$ cat config.mk
export PLATFORM = sky130hd
export DESIGN_NAME = monomial_alu
export DESIGN_NICKNAME = d
export VERILOG_FILES = /design/src/design/malu_pkg.sv /design/src/design/monomial_alu.sv /design/src/design/malu_front.sv /design/src/design/malu_back.sv
export SDC_FILE = /design/constraint.sdc
export NUM_CORES = 2
export LEC_CHECK = 0
export ABC_AREA = 1
export BUFFER_PORTS_ARGS = -buffer_cell sky130_fd_sc_hd__buf_4
export CORE_MARGIN = 2
export CORE_UTILIZATION = 45
export DETAILED_ROUTE_END_ITERATION = 8
export PLACE_DENSITY = 0.61
export SLEW_MARGIN = 20
export SYNTH_ARGS = -nofsm -noshare
export SYNTH_HDL_FRONTEND = slang
export SYNTH_SLANG_ARGS = --single-unit
$ cat constraint.sdc
create_clock -name clk -period 12.3 [get_ports clk]
set_input_delay 3.69 -clock clk [delete_from_list [all_inputs] [get_ports clk]]
set_output_delay 3.69 -clock clk [all_outputs]
set_load 0.01 [all_outputs]
$ cat src/design/malu_pkg.sv
// Package for the monomial ALU: command codes and the front-to-back queue entry type.
// Depends on nothing.
`default_nettype none
package malu_pkg;
  localparam logic [1:0] CMD_MUL = 2'd0;
  localparam logic [1:0] CMD_GCD = 2'd1;
  localparam logic [1:0] CMD_LCM = 2'd2;
  localparam logic [1:0] CMD_EQ  = 2'd3;

  typedef struct packed {
    logic [1:0]  cmd;
    logic        zero;
    logic        neg;
    logic [31:0] ma;
    logic [31:0] mb;
    logic [63:0] exps;
    logic        eovf;
    logic        eq;
  } malu_job_t;
endpackage
`default_nettype wire

$ cat src/design/monomial_alu.sv
// Monomial ALU: multiply, gcd, lcm and compare on two monomials.
// The coefficient unit is sequential: shift-add multiply and restoring divide work one bit per
// cycle, and gcd and lcm use a binary gcd (lcm adds a divide and a multiply).
// One beat is worked at a time; a two-entry queue parts the front from the coefficient unit.
// Reset (rst_n, synchronous) empties the queue and sets the coefficient unit idle, so empty is high.
`default_nettype none
module monomial_alu #(
  parameter int NUM_VARS  = 8,
  parameter int EXP_BITS  = 8,
  parameter int COEF_BITS = 32
) (
  input  wire logic        clk,
  input  wire logic        rst_n,
  input  wire logic        push,
  output logic             full,
  input  wire logic [1:0]  in_command,
  input  wire logic [31:0] in_coef_a,
  input  wire logic [63:0] in_exps_a,
  input  wire logic [31:0] in_coef_b,
  input  wire logic [63:0] in_exps_b,
  output logic             empty,
  input  wire logic        pop,
  output logic [31:0]      out_coef_out,
  output logic [63:0]      out_exps_out,
  output logic             out_is_equal,
  output logic             out_overflow
);
  import malu_pkg::*;

  malu_job_t fj;
  malu_job_t q_r [2];
  logic [1:0] cnt_r;
  logic rd_r, wr_r;
  logic busy, done, start;

  malu_front #(.NUM_VARS(NUM_VARS), .EXP_BITS(EXP_BITS), .COEF_BITS(COEF_BITS)) u_front (
    .cmd(in_command), .coef_a(in_coef_a), .exps_a(in_exps_a),
    .coef_b(in_coef_b), .exps_b(in_exps_b), .job(fj));

  assign full = (cnt_r == 2'd2);
  assign start = (cnt_r != 2'd0) && !busy;
  assign empty = !done;

  always_ff @(posedge clk) begin
    if (!rst_n) begin
      cnt_r <= '0;
      rd_r <= 1'b0;
      wr_r <= 1'b0;
    end else begin
      if (push && !full) begin
        q_r[wr_r] <= fj;
        wr_r <= ~wr_r;
      end
      if (start) rd_r <= ~rd_r;
      cnt_r <= cnt_r + 2'((push && !full) ? 1 : 0) - 2'(start ? 1 : 0);
    end
  end

  malu_back #(.COEF_BITS(COEF_BITS)) u_back (
    .clk(clk), .rst_n(rst_n), .start(start), .job(q_r[rd_r]), .busy(busy), .done(done),
    .coef_out(out_coef_out), .exps_out(out_exps_out), .is_equal(out_is_equal),
    .overflow(out_overflow), .take(pop));
endmodule
`default_nettype wire

$ cat src/design/malu_front.sv
// Front part: accepts a beat, classifies it and does the exponent-wise work.
// Depends on malu_pkg.
`default_nettype none
module malu_front #(
  parameter int NUM_VARS  = 8,
  parameter int EXP_BITS  = 8,
  parameter int COEF_BITS = 32
) (
  input  wire logic              [1:0]  cmd,
  input  wire logic              [31:0] coef_a,
  input  wire logic              [63:0] exps_a,
  input  wire logic              [31:0] coef_b,
  input  wire logic              [63:0] exps_b,
  output malu_pkg::malu_job_t           job
);
  import malu_pkg::*;

  localparam int NF = (NUM_VARS < 64 / EXP_BITS) ? NUM_VARS : 64 / EXP_BITS;

  logic [COEF_BITS-1:0] ca, cb;
  logic [31:0] sa, sb;
  logic [EXP_BITS-1:0] x, y, r;
  logic [EXP_BITS:0] s;
  logic za, zb, ovf, same;
  logic [63:0] e;

  always_comb begin
    ca = coef_a[COEF_BITS-1:0];
    cb = coef_b[COEF_BITS-1:0];
    sa = 32'(signed'(ca));
    sb = 32'(signed'(cb));
    za = (ca == '0);
    zb = (cb == '0);
    e = '0;
    ovf = 1'b0;
    same = (ca == cb);
    for (int i = 0; i < NF; i++) begin
      x = exps_a[i*EXP_BITS +: EXP_BITS];
      y = exps_b[i*EXP_BITS +: EXP_BITS];
      s = {1'b0, x} + {1'b0, y};
      if (x != y) same = 1'b0;
      case (cmd)
        CMD_MUL: begin
          r = s[EXP_BITS-1:0];
          if (s[EXP_BITS]) ovf = 1'b1;
        end
        CMD_GCD: r = (x < y) ? x : y;
        default: r = (x > y) ? x : y;
      endcase
      e[i*EXP_BITS +: EXP_BITS] = r;
    end
    job.cmd  = cmd;
    job.zero = za | zb;
    job.neg  = sa[31] ^ sb[31];
    job.ma   = sa[31] ? 32'(-sa) : sa;
    job.mb   = sb[31] ? 32'(-sb) : sb;
    job.exps = e;
    job.eovf = ovf;
    job.eq   = (za | zb) ? (za & zb) : same;
  end
endmodule
`default_nettype wire

$ cat src/design/malu_back.sv
// Back part: sequential coefficient unit (shift-add multiply, binary gcd, restoring divide).
// Depends on malu_pkg.
`default_nettype none
module malu_back #(
  parameter int COEF_BITS = 32
) (
  input  wire logic                  clk,
  input  wire logic                  rst_n,
  input  wire logic                  start,
  input  malu_pkg::malu_job_t        job,
  output logic                       busy,
  output logic                       done,
  output logic [31:0]                coef_out,
  output logic [63:0]                exps_out,
  output logic                       is_equal,
  output logic                       overflow,
  input  wire logic                  take
);
  import malu_pkg::*;

  localparam logic [2:0] S_IDLE = 3'd0;
  localparam logic [2:0] S_MUL  = 3'd1;
  localparam logic [2:0] S_GCD  = 3'd2;
  localparam logic [2:0] S_DIV  = 3'd3;
  localparam logic [2:0] S_LMUL = 3'd4;
  localparam logic [2:0] S_FIN  = 3'd5;
  localparam logic [2:0] S_OUT  = 3'd6;

  logic [2:0] st_r;
  malu_job_t j_r;
  logic [63:0] acc_r, mc_r;
  logic [31:0] u_r, v_r, q_r, rem_r;
  logic [5:0] k_r, cnt_r;
  logic [63:0] res;
  logic [32:0] trial;
  logic [63:0] sp;
  logic [63:0] lim;
  logic [COEF_BITS-1:0] cb;

  assign busy = (st_r != S_IDLE);
  assign done = (st_r == S_OUT);
  assign trial = {rem_r, q_r[31]} - {1'b0, j_r.ma == 0 ? 32'd1 : u_r};

  always_ff @(posedge clk) begin
    if (!rst_n) begin
      st_r <= S_IDLE;
    end else begin
      case (st_r)
        S_IDLE: if (start) begin
          j_r <= job;
          u_r <= job.ma;
          v_r <= job.mb;
          k_r <= '0;
          acc_r <= '0;
          mc_r <= {32'd0, job.ma};
          cnt_r <= '0;
          if (job.cmd == CMD_EQ || job.zero) st_r <= S_FIN;
          else if (job.cmd == CMD_MUL) st_r <= S_MUL;
          else st_r <= S_GCD;
        end
        S_MUL: begin
          if (v_r[0]) acc_r <= acc_r + mc_r;
          mc_r <= mc_r << 1;
          v_r <= v_r >> 1;
          if (v_r[31:1] == 0) st_r <= S_FIN;
        end
        S_GCD: begin
          if (u_r == v_r) begin
            u_r <= u_r << k_r;
            if (j_r.cmd == CMD_GCD) begin
              acc_r <= {32'd0, u_r << k_r};
              j_r.neg <= 1'b0;
              st_r <= S_FIN;
            end else begin
              q_r <= j_r.ma;
              rem_r <= '0;
              cnt_r <= '0;
              st_r <= S_DIV;
            end
          end else if (!u_r[0] && !v_r[0]) begin
            u_r <= u_r >> 1;
            v_r <= v_r >> 1;
            k_r <= k_r + 6'd1;
          end else if (!u_r[0]) u_r <= u_r >> 1;
          else if (!v_r[0]) v_r <= v_r >> 1;
          else if (u_r > v_r) u_r <= (u_r - v_r) >> 1;
          else v_r <= (v_r - u_r) >> 1;
        end
        S_DIV: begin
          if (!trial[32]) begin
            rem_r <= trial[31:0];
            q_r <= {q_r[30:0], 1'b1};
          end else begin
            rem_r <= {rem_r[30:0], q_r[31]};
            q_r <= {q_r[30:0], 1'b0};
          end
          cnt_r <= cnt_r + 6'd1;
          if (cnt_r == 6'd31) st_r <= S_LMUL;
        end
        S_LMUL: begin
          mc_r <= {32'd0, q_r};
          v_r <= j_r.mb;
          acc_r <= '0;
          st_r <= S_MUL;
          j_r.neg <= 1'b0;
        end
        S_FIN: begin
          is_equal <= (j_r.cmd == CMD_EQ) & j_r.eq;
          if (j_r.cmd == CMD_EQ || j_r.zero) begin
            coef_out <= '0;
            exps_out <= '0;
            overflow <= 1'b0;
          end else begin
            coef_out <= 32'(signed'(cb));
            if (cb == '0) begin
              exps_out <= '0;
              overflow <= 1'b1;
            end else begin
              exps_out <= j_r.exps;
              overflow <= j_r.eovf | (j_r.neg ? (acc_r > lim) : (acc_r >= lim));
            end
          end
          st_r <= S_OUT;
        end
        S_OUT: if (take) st_r <= S_IDLE;
        default: st_r <= S_IDLE;
      endcase
    end
  end

  always_comb begin
    sp = acc_r;
    res = j_r.neg ? 64'(-sp) : sp;
    cb = res[COEF_BITS-1:0];
    lim = 64'd1 << (COEF_BITS - 1);
  end
endmodule
`default_nettype wire

After elaboration in Yosys (flattened, before gate mapping)
Memory sizes are Yosys's and may differ from the RTL's. A register that Yosys moved wholly into a read port is not among the register bits.
Index checks and enable logic that the tools add are counted.
Word-level totals
  flip-flop bits (word level): 507
  latch bits: 0
  memory bits (writable): 268
  memory bits (read-only): 0
  output and inout port bits: 100
  logic and storage cells: 260
  memories: 1
Memories
  q_r: words 2, bits a word 134, read ports 1, clocked after Yosys merged registers in 1, wr ports 1, line monomial_alu.sv:31  | malu_job_t q_r [2];
Cells by class
  $add $sub $neg: 19
  multiply operators: 0
  divide/modulo/power cells: 0
  magnitude comparators: 19
  equal/unequal tests: 36
  shift operators: 1
  mux-type cells: 111
  bitwise gates (word level): 7
  reduce and logical (&&, ||, !) cells: 40
Operators with widths (count)
  32-bit 2-to-1 mux: 21
  64-bit 2-to-1 mux: 5
  64-bit case mux with 4 select lines: 1
  32-bit case mux with 2 select lines: 3
  64-bit case mux with 3 select lines: 1
  131-bit 2-to-1 mux: 1
  32-bit logical NOT: 4
  8-bit 2-to-1 mux: 16
  32-bit case mux with 4 select lines: 1
  8-bit case mux with 2 select lines: 8
  32-bit negation: 3
  8-bit by 8-bit adder with 9-bit output: 8
  64-bit adder: 1
  32-bit == test: 2
  64-bit by 32-bit greater-or-equal comparator with 1-bit output (second input constant): 1
  64-bit by 32-bit > comparator with 1-bit output (second input constant): 1
  8-bit > comparator: 8
  8-bit < comparator: 8
  8-bit != test: 8
  32-bit subtractor: 2
  1-bit 2-to-1 mux: 37
  33-bit by 32-bit subtractor with 33-bit output: 1
  32-bit > comparator: 1
  32-bit by 6-bit << shifter with 32-bit output: 1
  40 further kinds: 90

Depth between registers and ports, before layout
  depth in word-level cells: 17
  gate-level depth with buffers: 22
  mapped depth without buffers: 21

Modules after synthesis
A second synthesis with hierarchy kept.
Unflattened totals
  cell total of the unflattened synthesis: 6397
  area, all modules: 52855.7 sq um
By module, submodules not included
  malu_back: times used 1, cells each 4341, area each 33769.9 sq um, seq. area each 15074.5 sq um
  monomial_alu: times used 1, cells each 458, area each 10166.0 sq um, seq. area each 8147.8 sq um
  malu_front: times used 1, cells each 1598, area each 8919.8 sq um, seq. area each 0.0 sq um

Least setup slack after synthesis
Ideal clock, no wire load.
  path type: in2reg
  from: input push
  to: memory q_r[0][0] (netlist name), enable pin
  library setup time: 628 ps
  arrival time: 9702 ps
  data required time: 11672 ps
  setup slack: 1970 ps
  stages on the path: 3
  buffers on the path: 0
  path through: o21ai_0 > or2_2 > nor2_1
On the way
  word-level cells in the longest chain between the ends: 4
RTL lines
  from (decl): line monomial_alu.sv:14  | input wire logic push,
  1-bit logical AND: line monomial_alu.sv:50  | if (push && !full) begin
  1-bit 2-to-1 mux: line monomial_alu.sv:50
  1-bit 2-to-1 mux: line monomial_alu.sv:45  | if (!rst_n) begin
  1-bit 2-to-1 mux (not written as such): line monomial_alu.sv:51  | q_r[wr_r] <= fj;
  to (decl): line monomial_alu.sv:31
No other way between the ends.

Worst setup path after layout
  from: input push
  to: memory q_r[0][50] (netlist name), enable pin
The elaborated chain is that of the path after synthesis.

==> flow_metrics.tcl <==
set metrics [dict create \
    clock_path_buffers 3 \
    fmax_ghz 0.169 \
    crit_family "buffers and inverters" \
    cp_cell_sequence "buf_4, o21ai_0, or2_2, nor2_4, buf_4, buf_4" \
    cts_tree "yes" \
    finalHoldViolations 0 \
    synth_seq_cells 776 \
    critPathMostFrequentCell "buf_4" \
    fp-row-count 124 \
    yosys.area.top_type "edfxtp_1" \
    power_frac_seq 0.298 \
    dp_cells 8078 \
    cts_max_level 3 \
    core-area_sq_um 114000 \
    cts_buffers 89 \
    cp-end-kind "register" \
    swShare 0.482 \
    synth_edf_count 768 \
    clock-root-buffer "clkbuf_16" \
    peakVddDrop_v 0.000123 \
    period_share 0.482 \
    dr.pass1.iters 6 \
    setup_viol_count_final 0 \
    clkPwrFrac 0.186 \
    wl_per_cell_um 21.6 \
    final_max_slew_viol_count 0 \
    required_ns 12.60 \
    synth_nets 6914 \
    syn_area_sq_um 51600 \
    max_cap_violations 0 \
    synth_area_per_cell_sq_um 8.04 \
    crit_fanout 69 \
    antenna_found_initial 12 \
    yosysWarnings 0 \
    vias_per_cell 5.54 \
    io_buffers 297 \
    clk_latency_ns 0.69 \
    initial_utilization 0.452 \
    grt_max_degree 135 \
    finalClockSkew_ns 0.0164 \
    cp-start-kind "input port" \
    period_needed_ns 5.93 \
    slowest_delay_ns 0.91 \
    pwr-share-comb 0.517 \
    fin_setup_tns_ns 0 \
    first_iter_violations 4188 \
    drt.antenna.violating_nets 0 \
    ys_types 58 \
    syn_inst 6410 \
    area_delta_synth_final_pct 13.1 \
    nNetsFinal 7161 \
    dieArea_sq_um 117000 \
    cts.clk_slew.worst_paths_ns 0.06 \
    worst-r2r-setup-slack_ns 7.18 \
    grt_pass1_wl_um 266000 \
    clock-sinks 776 \
    grt_pass1_vias 43300 \
    fin_hold_ws_ns 0.456 \
    power_density_nw_per_um2 248 \
    hpwl_um 136000 \
    drive_gt1_frac 0.0869 \
    hold_class "reg -> reg" \
    cts_hold_buf 0 \
    status "finished, final reports clean" \
    die-width_um 342 \
    critical_path_class "in -> reg" \
    path_buf_inv 3 \
    grt_setup_unrepaired "false" \
    post_cts_resized 0 \
    intPower_w 0.00749 \
    p_switching_w 0.00696 \
    grt.total_usage 0.299 \
    fin_cells 8243 \
    wl_um 178000 \
    p_leak_nw 25.0 \
    dieHeight_um 342 \
    critical_path.slowest_cell "buf_4" \
    synth-async-reset-ratio 0 \
    ys_top_cells_by_area "edfxtp_1 45%, nand2_1 12%, ha_1 7.1%, inv_1 5.9%, o21ai_0 5.9%" \
    drcViolationCount 0 \
    vias 45700 \
    worst_ep_arrival_time_ns 6.23 \
    utilization 0.511 \
    synth_top_area_frac 0.447 \
    gp_congestion 1.03 \
    seq_area_frac_synth 0.450 \
    worst_pin_slew_ns 1.22 \
    maxSlewHeadroom 0.176 \
    synthFlopType "edfxtp_1" \
    grt-ovfl-total 0 \
    post_cts_buffers 0 \
    ios 298 \
]
power by group through the flow:
stage                     clock network (W)  logic (W)  registers (W)
final                               0.00268    0.00747        0.00430
after floorplan                           0    0.00495        0.00409
after CTS                           0.00273    0.00734        0.00428
after global placement                    0    0.00728        0.00432
after detailed placement                  0    0.00730        0.00433
after global routing                0.00283    0.00821        0.00433
layout by cell type (no fill, tap or decap), types with 10 or more instances in the layout:
master / instances
nand2_1: 1592
inv_1: 803
edfxtp_1: 768
nor2_1: 709
o21ai_0: 600
a21oi_1: 446
buf_4: 346
ha_1: 294
nand3_1: 186
xor2_1: 142
clkbuf_16: 91
nor3_1: 63
nand4_1: 57
o211ai_1: 53
o221ai_1: 51
or2_2: 50
xnor2_1: 37
nor4_1: 36
o22ai_1: 36
a31oi_1: 35
a21o_1: 28
o21bai_1: 27
o21ai_1: 20
o21a_1: 18
clkinv_2: 18
clkinv_1: 16
nand3b_1: 16
clkbuf_1: 13
and2_1: 12
a22oi_1: 12
fa_1: 12
nor2_4: 11
nor2_2: 11
clkinvlp_4: 11
a21boi_0: 10
a211oi_1: 10
synth_stat cells, types with 10 or more instances:
master / number
nand4_1: 57
a21o_1: 28
and2_1: 12
o21bai_1: 27
a31oi_1: 36
nand3b_1: 16
nor3_1: 63
nor4_1: 36
a211oi_1: 10
buf_2: 14
edfxtp_1: 768
a22oi_1: 12
clkbuf_1: 144
nor2_1: 720
o211ai_1: 53
a21oi_1: 448
xnor2_1: 37
or2_2: 50
inv_1: 806
o21ai_1: 17
a21boi_0: 10
ha_1: 294
fa_1: 12
nand3_1: 186
o22ai_1: 36
o21a_1: 18
xor2_1: 142
o21ai_0: 603
nand2_1: 1592
o221ai_1: 51
buf_1: 17
final timing paths:
kind	start	end	cells after the start
setup reg to reg	u_back.j_r[128]	u_back.rem_r[22]	21
hold / removal	rd_r	register	1
hold reg to reg	rd_r	register	1
setup / recovery	push	q_r[0][50]	6
layout make-up:
type	instances	area [sq um]
clock inverter	58	584
timing repair buffer	348	2640
sequential	776	23200
tap	1512	1890
inverter	816	3070
multi-input combinational	4626	24500
antenna	2	5.00
clock buffer	105	2340
fill	11000	55700
state kept, by name (all words and copies together) (netlist names), named ones only:
register	cells
wr_r	1
u_back.q_r	32
u_back.coef_out	32
q_r	268
rd_r	1
u_back.k_r	6
cnt_r	2
u_back.overflow	1
u_back.exps_out	64
u_back.v_r	32
u_back.is_equal	1
u_back.cnt_r	6
u_back.mc_r	64
u_back.j_r	134
u_back.st_r	3
u_back.u_r	32
u_back.rem_r	32
u_back.acc_r	64
stage by stage:
step / cell area [sq um] / power [W] / worst slack, ns
2_1_floorplan: 51600 / 0.00904 / 1.97
3_3_place_gp: 55400 / 0.0116 / 5.68
3_5_place_dp: 55400 / 0.0116 / 5.68
4_1_cts: 58300 / 0.0144 / 6.40
5_1_grt: 58300 / 0.0154 / 6.21
6_report: 58300 / 0.0145 / 6.37
metal layers:
metal / GRT usage / up-vias / part of all wire
li1: - / 22100 / -
met1: 0.412 / 21700 / 0.44
met2: 0.481 / 1603 / 0.45
met3: 0.0555 / 264 / 0.081
met4: 0.0824 / 18 / 0.026
met5: 0 / - / 0.00070
cells by family after synthesis:
logic type                 count (synthesis)  share of synthesized area
AOI/OAI and AO/OA                       1372                      0.148
xor gates and xnor gates                 179                     0.0304
adders and majority gates                306                     0.0760
buffers and inverters                   1008                     0.0754
DFF                                      776                      0.450
muxes                                      9                    0.00175
and+or+nand+nor                         2760                      0.218
Note: power is estimated with default switching activity, not from simulation.
